## src/sv/pwjm_pkg.sv

```systemverilog
`timescale 1ns / 1ps
// ----------------------------------------------------------------------------
// pwjm_pkg
// Shared widths, constants and types of the periodic wakeup jitter monitor.
// ----------------------------------------------------------------------------
package pwjm_pkg;

    localparam int SEC_W  = 32;
    localparam int NSEC_W = 30;
    localparam int JIT_W  = 32;
    localparam int MISS_W = 31;
    localparam int CNT_W  = 32;
    localparam int ACC_W  = 32;

    localparam logic [ACC_W-1:0]  NS_PER_SEC  = ACC_W'(1_000_000_000);
    localparam logic [NSEC_W-1:0] NSEC_MAX    = NSEC_W'(999_999_999);
    localparam logic [NSEC_W-1:0] CYCLE_RESET = NSEC_W'(1_000_000);

    localparam int DIV_W   = MISS_W;
    localparam int DIV_CNT = $clog2(DIV_W);

    typedef struct packed {
        logic busy;
        logic done;
    } t_div_stat;

    function automatic logic [NSEC_W-1:0] clamp_nsec(input logic [NSEC_W-1:0] v);
        return (v > NSEC_MAX) ? NSEC_MAX : v;
    endfunction

endpackage

```

## src/sv/pwjm_div.sv

```systemverilog
`timescale 1ns / 1ps
// ----------------------------------------------------------------------------
// pwjm_div
// Restoring radix-2 divider, one quotient bit per cycle.
// ----------------------------------------------------------------------------
module pwjm_div (
    input  logic                          i_clk,
    input  logic                          i_rst_n,
    input  logic                          i_start,
    input  logic [pwjm_pkg::DIV_W-1:0]    i_dividend,
    input  logic [pwjm_pkg::NSEC_W-1:0]   i_divisor,
    output pwjm_pkg::t_div_stat           o_stat,
    output logic [pwjm_pkg::DIV_W-1:0]    o_quot,
    output logic [pwjm_pkg::NSEC_W-1:0]   o_rem
);
    import pwjm_pkg::*;

    logic                r_busy;
    logic                r_done;
    logic [DIV_CNT-1:0]  r_cnt;
    logic [DIV_W-1:0]    r_quo;
    logic [DIV_W-1:0]    r_rem;
    logic [NSEC_W-1:0]   r_dvs;
    logic [DIV_W-1:0]    c_trial;
    logic                c_ge;

    assign c_trial = {r_rem[DIV_W-2:0], r_quo[DIV_W-1]};
    assign c_ge    = c_trial >= {1'b0, r_dvs};

    always_ff @(posedge i_clk) begin
        if (!i_rst_n) begin
            r_busy <= 1'b0;
            r_done <= 1'b0;
            r_cnt  <= '0;
        end else begin
            r_done <= 1'b0;
            if (i_start) begin
                r_busy <= 1'b1;
                r_cnt  <= '0;
            end else if (r_busy) begin
                r_cnt <= r_cnt + 1'b1;
                if (r_cnt == DIV_CNT'(DIV_W - 1)) begin
                    r_busy <= 1'b0;
                    r_done <= 1'b1;
                end
            end
        end
    end

    always_ff @(posedge i_clk) begin
        if (i_start) begin
            r_quo <= i_dividend;
            r_rem <= '0;
            r_dvs <= i_divisor;
        end else if (r_busy) begin
            r_rem <= c_ge ? (c_trial - {1'b0, r_dvs}) : c_trial;
            r_quo <= {r_quo[DIV_W-2:0], c_ge};
        end
    end

    assign o_stat.busy = r_busy;
    assign o_stat.done = r_done;
    assign o_quot      = r_quo;
    assign o_rem       = r_rem[NSEC_W-1:0];

endmodule

```

## src/sv/periodic_wakeup_jitter_monitor.sv

```systemverilog
`timescale 1ns / 1ps
// ----------------------------------------------------------------------------
// periodic_wakeup_jitter_monitor
// Measures wakeup jitter against a periodic target, counts missed periods
// and advances the target; raises a sticky overrun on a jump over a second.
// ----------------------------------------------------------------------------
// Sequence: idle, then the init carry steps on the first request, compare,
//   the serial divider when the wakeup is late, update, carry steps and
//   done; once halted, a request goes from idle straight to done.
// Only one request is in flight at a time; o_in_stall is high until the
//   sequencer is back in idle. A result may wait in the output reg.
// Reset: synchronous active low; clears target, counters, peak, halt flag
//   and sets the cycle register to 1 ms.
module periodic_wakeup_jitter_monitor (
    input  logic                          i_clk,
    input  logic                          i_rst_n,
    input  logic                          i_cfg_valid,
    output logic                          o_cfg_ready,
    input  logic [pwjm_pkg::NSEC_W-1:0]   i_cfg_cycle_time_ns,
    input  logic                          i_in_valid,
    output logic                          o_in_stall,
    input  logic [pwjm_pkg::SEC_W-1:0]    i_start_sec,
    input  logic [pwjm_pkg::NSEC_W-1:0]   i_start_nsec,
    input  logic [pwjm_pkg::SEC_W-1:0]    i_wake_sec,
    input  logic [pwjm_pkg::NSEC_W-1:0]   i_wake_nsec,
    output logic                          o_out_valid,
    input  logic                          i_out_stall,
    output logic signed [pwjm_pkg::JIT_W-1:0] o_jitter_ns,
    output logic [pwjm_pkg::MISS_W-1:0]   o_missed_count,
    output logic [pwjm_pkg::CNT_W-1:0]    o_total_missed,
    output logic signed [pwjm_pkg::JIT_W-1:0] o_max_jitter_ns,
    output logic [pwjm_pkg::CNT_W-1:0]    o_cycle_number,
    output logic                          o_late_warning,
    output logic                          o_overrun_error,
    output logic [pwjm_pkg::SEC_W-1:0]    o_next_sec,
    output logic [pwjm_pkg::NSEC_W-1:0]   o_next_nsec
);
    import pwjm_pkg::*;

    localparam logic [2:0] S_IDLE  = 3'd0;
    localparam logic [2:0] S_INIT  = 3'd1;
    localparam logic [2:0] S_CMP   = 3'd2;
    localparam logic [2:0] S_DIV   = 3'd3;
    localparam logic [2:0] S_UPD   = 3'd4;
    localparam logic [2:0] S_CARRY = 3'd5;
    localparam logic [2:0] S_DONE  = 3'd6;

    logic [2:0]              r_state, n_state;
    logic [NSEC_W-1:0]       r_cycle;
    logic [SEC_W-1:0]        r_tgt_sec, n_tgt_sec;
    logic [NSEC_W-1:0]       r_tgt_nsec, n_tgt_nsec;
    logic                    r_tgt_valid, n_tgt_valid;
    logic [JIT_W-1:0]        r_peak, n_peak;
    logic [CNT_W-1:0]        r_msum, n_msum;
    logic [CNT_W-1:0]        r_count, n_count;
    logic                    r_halted, n_halted;
    logic [SEC_W-1:0]        r_wsec, n_wsec;
    logic [NSEC_W-1:0]       r_wnsec, n_wnsec;
    logic [NSEC_W-1:0]       r_cyc, n_cyc;
    logic [JIT_W-1:0]        r_jit, n_jit;
    logic [MISS_W-1:0]       r_jpos, n_jpos;
    logic [MISS_W-1:0]       r_missed, n_missed;
    logic [NSEC_W-1:0]       r_rem, n_rem;
    logic                    r_late, n_late;
    logic [ACC_W-1:0]        r_acc, n_acc;
    logic                    r_out_valid;

    logic                    c_accept;
    logic [NSEC_W-1:0]       c_cyc_eff;
    logic [JIT_W-1:0]        c_diff;
    logic [JIT_W-1:0]        c_jit;
    logic                    c_match;
    logic [JIT_W-1:0]        c_abs_peak;
    logic [JIT_W-1:0]        c_abs_jit;
    logic [CNT_W:0]          c_sum;
    logic [MISS_W+3:0]       c_ten;
    logic                    c_load_out;
    logic                    w_div_start;
    t_div_stat               w_div_stat;
    logic [DIV_W-1:0]        w_div_quot;
    logic [NSEC_W-1:0]       w_div_rem;

    assign o_cfg_ready = 1'b1;
    assign o_in_stall  = (r_state != S_IDLE);
    assign c_accept    = i_in_valid && !o_in_stall;
    assign c_load_out  = (r_state == S_DONE) && (!r_out_valid || !i_out_stall);

    assign c_cyc_eff = (r_cycle == '0) ? NSEC_W'(1) : clamp_nsec(r_cycle);

    assign c_diff = {2'b00, r_wnsec} - {2'b00, r_tgt_nsec};
    assign c_abs_peak = r_peak[JIT_W-1] ? (~r_peak + 1'b1) : r_peak;
    assign c_abs_jit  = r_jit[JIT_W-1] ? (~r_jit + 1'b1) : r_jit;
    assign c_sum = {1'b0, r_msum} + {2'b00, r_missed};
    assign c_ten = {r_jpos, 3'b000} + {2'b00, r_jpos, 1'b0};

    always_comb begin
        c_match = 1'b1;
        c_jit   = c_diff;
        if (r_wsec == r_tgt_sec) begin
            c_jit = c_diff;
        end else if (r_wsec == r_tgt_sec + 1'b1) begin
            c_jit = c_diff + NS_PER_SEC;
        end else if (r_wsec == r_tgt_sec - 1'b1) begin
            c_jit = c_diff - NS_PER_SEC;
        end else begin
            c_match = 1'b0;
        end
    end

    assign w_div_start = (r_state == S_CMP) && c_match && !c_jit[JIT_W-1] && (c_jit != '0);

    pwjm_div u_div (
        .i_clk      (i_clk),
        .i_rst_n    (i_rst_n),
        .i_start    (w_div_start),
        .i_dividend (c_jit[DIV_W-1:0]),
        .i_divisor  (r_cyc),
        .o_stat     (w_div_stat),
        .o_quot     (w_div_quot),
        .o_rem      (w_div_rem)
    );

    always_comb begin
        n_state     = r_state;
        n_tgt_sec   = r_tgt_sec;
        n_tgt_nsec  = r_tgt_nsec;
        n_tgt_valid = r_tgt_valid;
        n_peak      = r_peak;
        n_msum      = r_msum;
        n_count     = r_count;
        n_halted    = r_halted;
        n_wsec      = r_wsec;
        n_wnsec     = r_wnsec;
        n_cyc       = r_cyc;
        n_jit       = r_jit;
        n_jpos      = r_jpos;
        n_missed    = r_missed;
        n_rem       = r_rem;
        n_late      = r_late;
        n_acc       = r_acc;
        unique case (r_state) inside
            S_IDLE: begin
                if (c_accept) begin
                    n_wsec   = i_wake_sec;
                    n_wnsec  = clamp_nsec(i_wake_nsec);
                    n_cyc    = c_cyc_eff;
                    n_jit    = '0;
                    n_jpos   = '0;
                    n_missed = '0;
                    n_rem    = '0;
                    n_late   = 1'b0;
                    if (r_halted) begin
                        n_state = S_DONE;
                    end else if (!r_tgt_valid) begin
                        n_tgt_sec   = i_start_sec;
                        n_tgt_valid = 1'b1;
                        n_acc       = {2'b00, clamp_nsec(i_start_nsec)} + {2'b00, c_cyc_eff};
                        n_state     = S_INIT;
                    end else begin
                        n_state = S_CMP;
                    end
                end
            end
            S_INIT, S_CARRY: begin
                if (r_acc >= NS_PER_SEC) begin
                    n_acc     = r_acc - NS_PER_SEC;
                    n_tgt_sec = r_tgt_sec + 1'b1;
                end else begin
                    n_tgt_nsec = r_acc[NSEC_W-1:0];
                    n_state    = (r_state == S_INIT) ? S_CMP : S_DONE;
                end
            end
            S_CMP: begin
                if (!c_match) begin
                    n_halted = 1'b1;
                    n_state  = S_DONE;
                end else begin
                    n_jit = c_jit;
                    if (w_div_start) begin
                        n_jpos  = c_jit[MISS_W-1:0];
                        n_state = S_DIV;
                    end else begin
                        n_state = S_UPD;
                    end
                end
            end
            S_DIV: begin
                if (w_div_stat.done) begin
                    n_missed = w_div_quot;
                    n_rem    = w_div_rem;
                    n_state  = S_UPD;
                end
            end
            S_UPD: begin
                if (c_abs_peak < c_abs_jit) begin
                    n_peak = r_jit;
                end
                n_msum  = c_sum[CNT_W] ? '1 : c_sum[CNT_W-1:0];
                n_late  = (r_missed == '0) && (r_jpos != '0)
                          && (c_ten > {5'b00000, r_cyc});
                n_acc   = {2'b00, r_tgt_nsec} + {1'b0, r_jpos} - {2'b00, r_rem}
                          + {2'b00, r_cyc};
                n_count = r_count + 1'b1;
                n_state = S_CARRY;
            end
            S_DONE: begin
                if (c_load_out) begin
                    n_state = S_IDLE;
                end
            end
            default: begin
                n_state = S_IDLE;
            end
        endcase
    end

    always_ff @(posedge i_clk) begin
        if (!i_rst_n) begin
            r_state     <= S_IDLE;
            r_cycle     <= CYCLE_RESET;
            r_tgt_sec   <= '0;
            r_tgt_nsec  <= '0;
            r_tgt_valid <= 1'b0;
            r_peak      <= '0;
            r_msum      <= '0;
            r_count     <= '0;
            r_halted    <= 1'b0;
            r_out_valid <= 1'b0;
        end else begin
            r_state     <= n_state;
            r_tgt_sec   <= n_tgt_sec;
            r_tgt_nsec  <= n_tgt_nsec;
            r_tgt_valid <= n_tgt_valid;
            r_peak      <= n_peak;
            r_msum      <= n_msum;
            r_count     <= n_count;
            r_halted    <= n_halted;
            if (i_cfg_valid) begin
                r_cycle <= i_cfg_cycle_time_ns;
            end
            if (c_load_out) begin
                r_out_valid <= 1'b1;
            end else if (!i_out_stall) begin
                r_out_valid <= 1'b0;
            end
        end
    end

    always_ff @(posedge i_clk) begin
        r_wsec   <= n_wsec;
        r_wnsec  <= n_wnsec;
        r_cyc    <= n_cyc;
        r_jit    <= n_jit;
        r_jpos   <= n_jpos;
        r_missed <= n_missed;
        r_rem    <= n_rem;
        r_late   <= n_late;
        r_acc    <= n_acc;
        if (c_load_out) begin
            o_jitter_ns     <= r_jit;
            o_missed_count  <= r_missed;
            o_total_missed  <= r_msum;
            o_max_jitter_ns <= r_peak;
            o_cycle_number  <= r_count;
            o_late_warning  <= r_late;
            o_overrun_error <= r_halted;
            o_next_sec      <= r_tgt_sec;
            o_next_nsec     <= r_tgt_nsec;
        end
    end

    assign o_out_valid = r_out_valid;

endmodule

```

## config.mk

```make
export PLATFORM = sky130hd
export DESIGN_NAME = periodic_wakeup_jitter_monitor
export DESIGN_NICKNAME = d
export VERILOG_FILES = /design/src/sv/pwjm_pkg.sv /design/src/sv/pwjm_div.sv /design/src/sv/periodic_wakeup_jitter_monitor.sv
export SDC_FILE = /design/constraint.sdc
export NUM_CORES = 2
export LEC_CHECK = 0
export ABC_AREA = 1
export BUFFER_PORTS_ARGS = -buffer_cell sky130_fd_sc_hd__buf_4
export CORE_ASPECT_RATIO = 0.75
export CORE_MARGIN = 5
export CORE_UTILIZATION = 30
export CTS_CLUSTER_DIAMETER = 50
export DETAILED_ROUTE_END_ITERATION = 10
export GPL_TIMING_DRIVEN = 0
export MAX_ROUTING_LAYER = met4
export PLACE_DENSITY = 0.56
export SETUP_SLACK_MARGIN = 0.5
export SLEW_MARGIN = 10
export SYNTH_ARGS = -nofsm -noshare
export SYNTH_HDL_FRONTEND = slang
export SYNTH_SLANG_ARGS = --single-unit
```

## constraint.sdc

```tcl
create_clock -name i_clk -period 12.05 [get_ports i_clk]
set_clock_uncertainty 0.1 [all_clocks]
set_input_delay 1.205 -clock i_clk [delete_from_list [all_inputs] [get_ports i_clk]]
set_output_delay 1.205 -clock i_clk [all_outputs]
set_load 0.01 [all_outputs]
```

==> results.yml <==
run_status:
  status: "complete, no violations"
timing:
  hold-worst-slack_ns: 0.3157
  fmax_mhz: 145.5
  relSlewSlack_pct: 4.426
  hold_viol_final: 0
  setup_viol: 0
  worst_pin_slew_ns: 1.423
  setup-tns-final_ns: 0
  drv_slew: 0
  period_share_pct: 57.04
  fin_crit_ns: 6.874
  worst_slack_ns: 5.176
  rsz0062_at_grt: "no"
synth:
  netlist_area_um2: 47150
  synth_area_per_cell_um2: 8.165
  yosysUniqueCellTypes: 67
  yosysSeqAreaShare_pct: 43.75
  synthesis.nets: 6251
  yosysWarnings: 0
  synth_edf_count: 533
  synth_cells: 5775
  ys_async_sr_fraction_pct: 0
  synth_top_area_cell: "edfxtp_1"
  ys_seq_elements: 764
  synth.area.top_cells: "edfxtp_1 34%, dfxtp_1 9.8%, nand2_1 9.5%, ha_1 6.7%, inv_1 6.3%"
  synth_top_area_share_pct: 33.94
  synth_flop_cell: "edfxtp_1"
clock_tree:
  cts_tree: "built"
  cts_buffers: 99
  insertion_delay_ns: 0.73
  clkTransAtPathRegs_ns: 0.06
  cts_root_buf: "clkbuf_16"
  cts_resized: 0
  cts_setup_buffers: 0
  holdBufCountCts: 0
  cts-htree-levels: 3
  clock_path_buffers: 3
  clock-sinks: 764
detailed_routing:
  antenna_left: 0
  vias_per_cell: 5.031
  drtIter0Drc: 4722
  vias: 42650
  wl_per_cell_um: 22.40
  dr.pass1.iters: 6
  wl_um: 189900
  route.detailed.drc: 0
finish:
  fin_nets: 6752
  drive_gt1_share_pct: 11.52
  finish.instance_area_um2: 56570
  mostFrequentLayoutCells: "1189 x nand2_1, 792 x inv_1, 666 x nor2_1"
  mostFrequentLayoutCell: "nand2_1"
  syn2layout_area_growth_pct: 19.97
die:
  ioPinCount: 385
  die_area_um2: 165300
  die_h_um: 353.3
  core_area_um2: 156900
  initial_core_util_pct: 30.06
  die-width_um: 467.8
  rows: 126
place:
  pre_cts_ws_ns: 4.780
  numPortBuffers: 382
  hpwlAfterDp_um: 155000
  placed_cell_area_um2: 53100
  routabilityCongestion: 0.9761
job:
  cap_violations: 0
global_route:
  grt_usage_pct: 22.83
  overflow: 0
  grt_start_max_net_pins: 41
  grt_pass1_vias: 39800
  antenna_found_initial: 2
  grt_pass1_wl_um: 271000
hold_path:
  hp-class: "flip-flop to flip-flop"
power_and_ir_drop:
  p_total_mw: 15.57
  leakage_nw: 24.47
  powerDensity_nw_per_um2: 275.2
  ir_worst_vdd_mv: 0.1292
critical_path:
  crit_slowest_cell: "o21ai_0"
  start_kind: "flip-flop"
  cp_slowest_stage_delay_ns: 0.45
  crit_required_ns: 12.42
  crit_path_frequent_cell: "nor2_1"
  crit_path_max_fanout: 9
  crit_path_end_kind: "flip-flop"
  cp.arrival_ns: 7.24
  worst-setup-path-type: "flip-flop to flip-flop"
## synthesized netlist by cell type (5+ instances only)
cell type     n
nand2_1    1189
inv_1       793
nor2_1      668
edfxtp_1    533
a21oi_1     442
o21ai_0     352
nand3_1     263
ha_1        252
dfxtp_1     231
xor2_1      130
nand4_1     110
clkbuf_1     95
xnor2_1      95
nor3_1       80
fa_1         65
o211ai_1     54
nor4_1       37
or2_2        37
o21ai_1      33
buf_2        27
o21a_1       25
a21boi_0     24
o221ai_1     21
nor2_2       20
a31oi_1      16
a211oi_1     15
nand3b_1     14
buf_4        12
nand2_2      11
nor2_4       10
o21bai_1     10
clkinv_1      9
o221a_2       9
a221oi_1      8
o31ai_1       8
buf_6         7
inv_2         7
a21o_1        6
or4_1         6
buf_1         5
nor3b_1       5
## cells by family after synthesis
kind of cell,share of synthesized area [%]
AND/OR/NAND/NOR,22.32
adder cells (fa/ha/maj),9.446
other,0.007953
buffers and inverters,7.894
XOR/XNOR,4.262
AO/OA/AOI/OAI,12.32
flip-flops,43.75
## per-stage QoR
step	std cells	util, %
floorplan	5775	-
global placement	8269	33.58
detailed placement	8287	33.85
CTS	8475	36.06
global route	8475	36.06
finish	8477	36.06
## cell type report
cell class                 instances  area [µm²]
clock buffer                     123        2690
clock inverter                    65       772.0
tap                             2112        2643
buffer                           146       681.9
antenna                            2       5.005
fill                           16270      100300
sequential                       764       20630
multi-input combinational       4055       22870
timing repair buffer             400        3238
inverter                         810        3043
## path summary, 6_finish.rpt
kind | from | endpoint | slack [ns] | cells past startpoint
worst max-delay path | r_cycle[13] | r_acc[30] | 5.18 | 30
worst min-delay path | r_tgt_nsec[27] | o_next_nsec[27] | 0.32 | 0
worst max register to register | r_cycle[13] | r_acc[30] | 5.18 | 30
worst min register to register | r_tgt_nsec[27] | o_next_nsec[27] | 0.32 | 0
## worst max-delay path: cells and delay by family, from the launching register on
family,cells,cell delay (ns)
and+or+nand+nor,11,1.54
AOI/OAI and AO/OA,13,3.33
DFF,1,0.31
adders and majority gates,2,0.70
buffers and inverters,4,0.60
## flip-flops by register name, indices dropped and copies added (netlist names), 31 cells and up
name / flops
o_cycle_number: 32
r_jpos: 31
r_msum: 32
o_jitter_ns: 32
r_wsec: 32
r_missed: 31
r_jit: 32
r_tgt_sec: 32
r_peak: 32
r_count: 32
o_next_sec: 32
o_total_missed: 32
r_acc: 32
u_div.o_quot: 31
o_max_jitter_ns: 32
o_missed_count: 31
## power by group
part	leakage [nW]	switching [mW]	internal [mW]	total [mW]
Combinational	15.9	5.58	2.66	8.24
Sequential	6.88	0.719	3.51	4.23
Clock	1.68	1.32	1.78	3.10
Total	24.5	7.62	7.95	15.6
## routing by layer
metal	wire, µm	share of wire [%]	up-vias	track usage [%]
li1	-	-	20380	-
met1	91610	48	20300	33.80
met2	75690	40	1722	31.08
met3	16340	8.6	248	4.664
met4	6230	3.3	0	6.611
met5	0	0	-	-
Note: power is estimated with default switching activity, not from simulation.
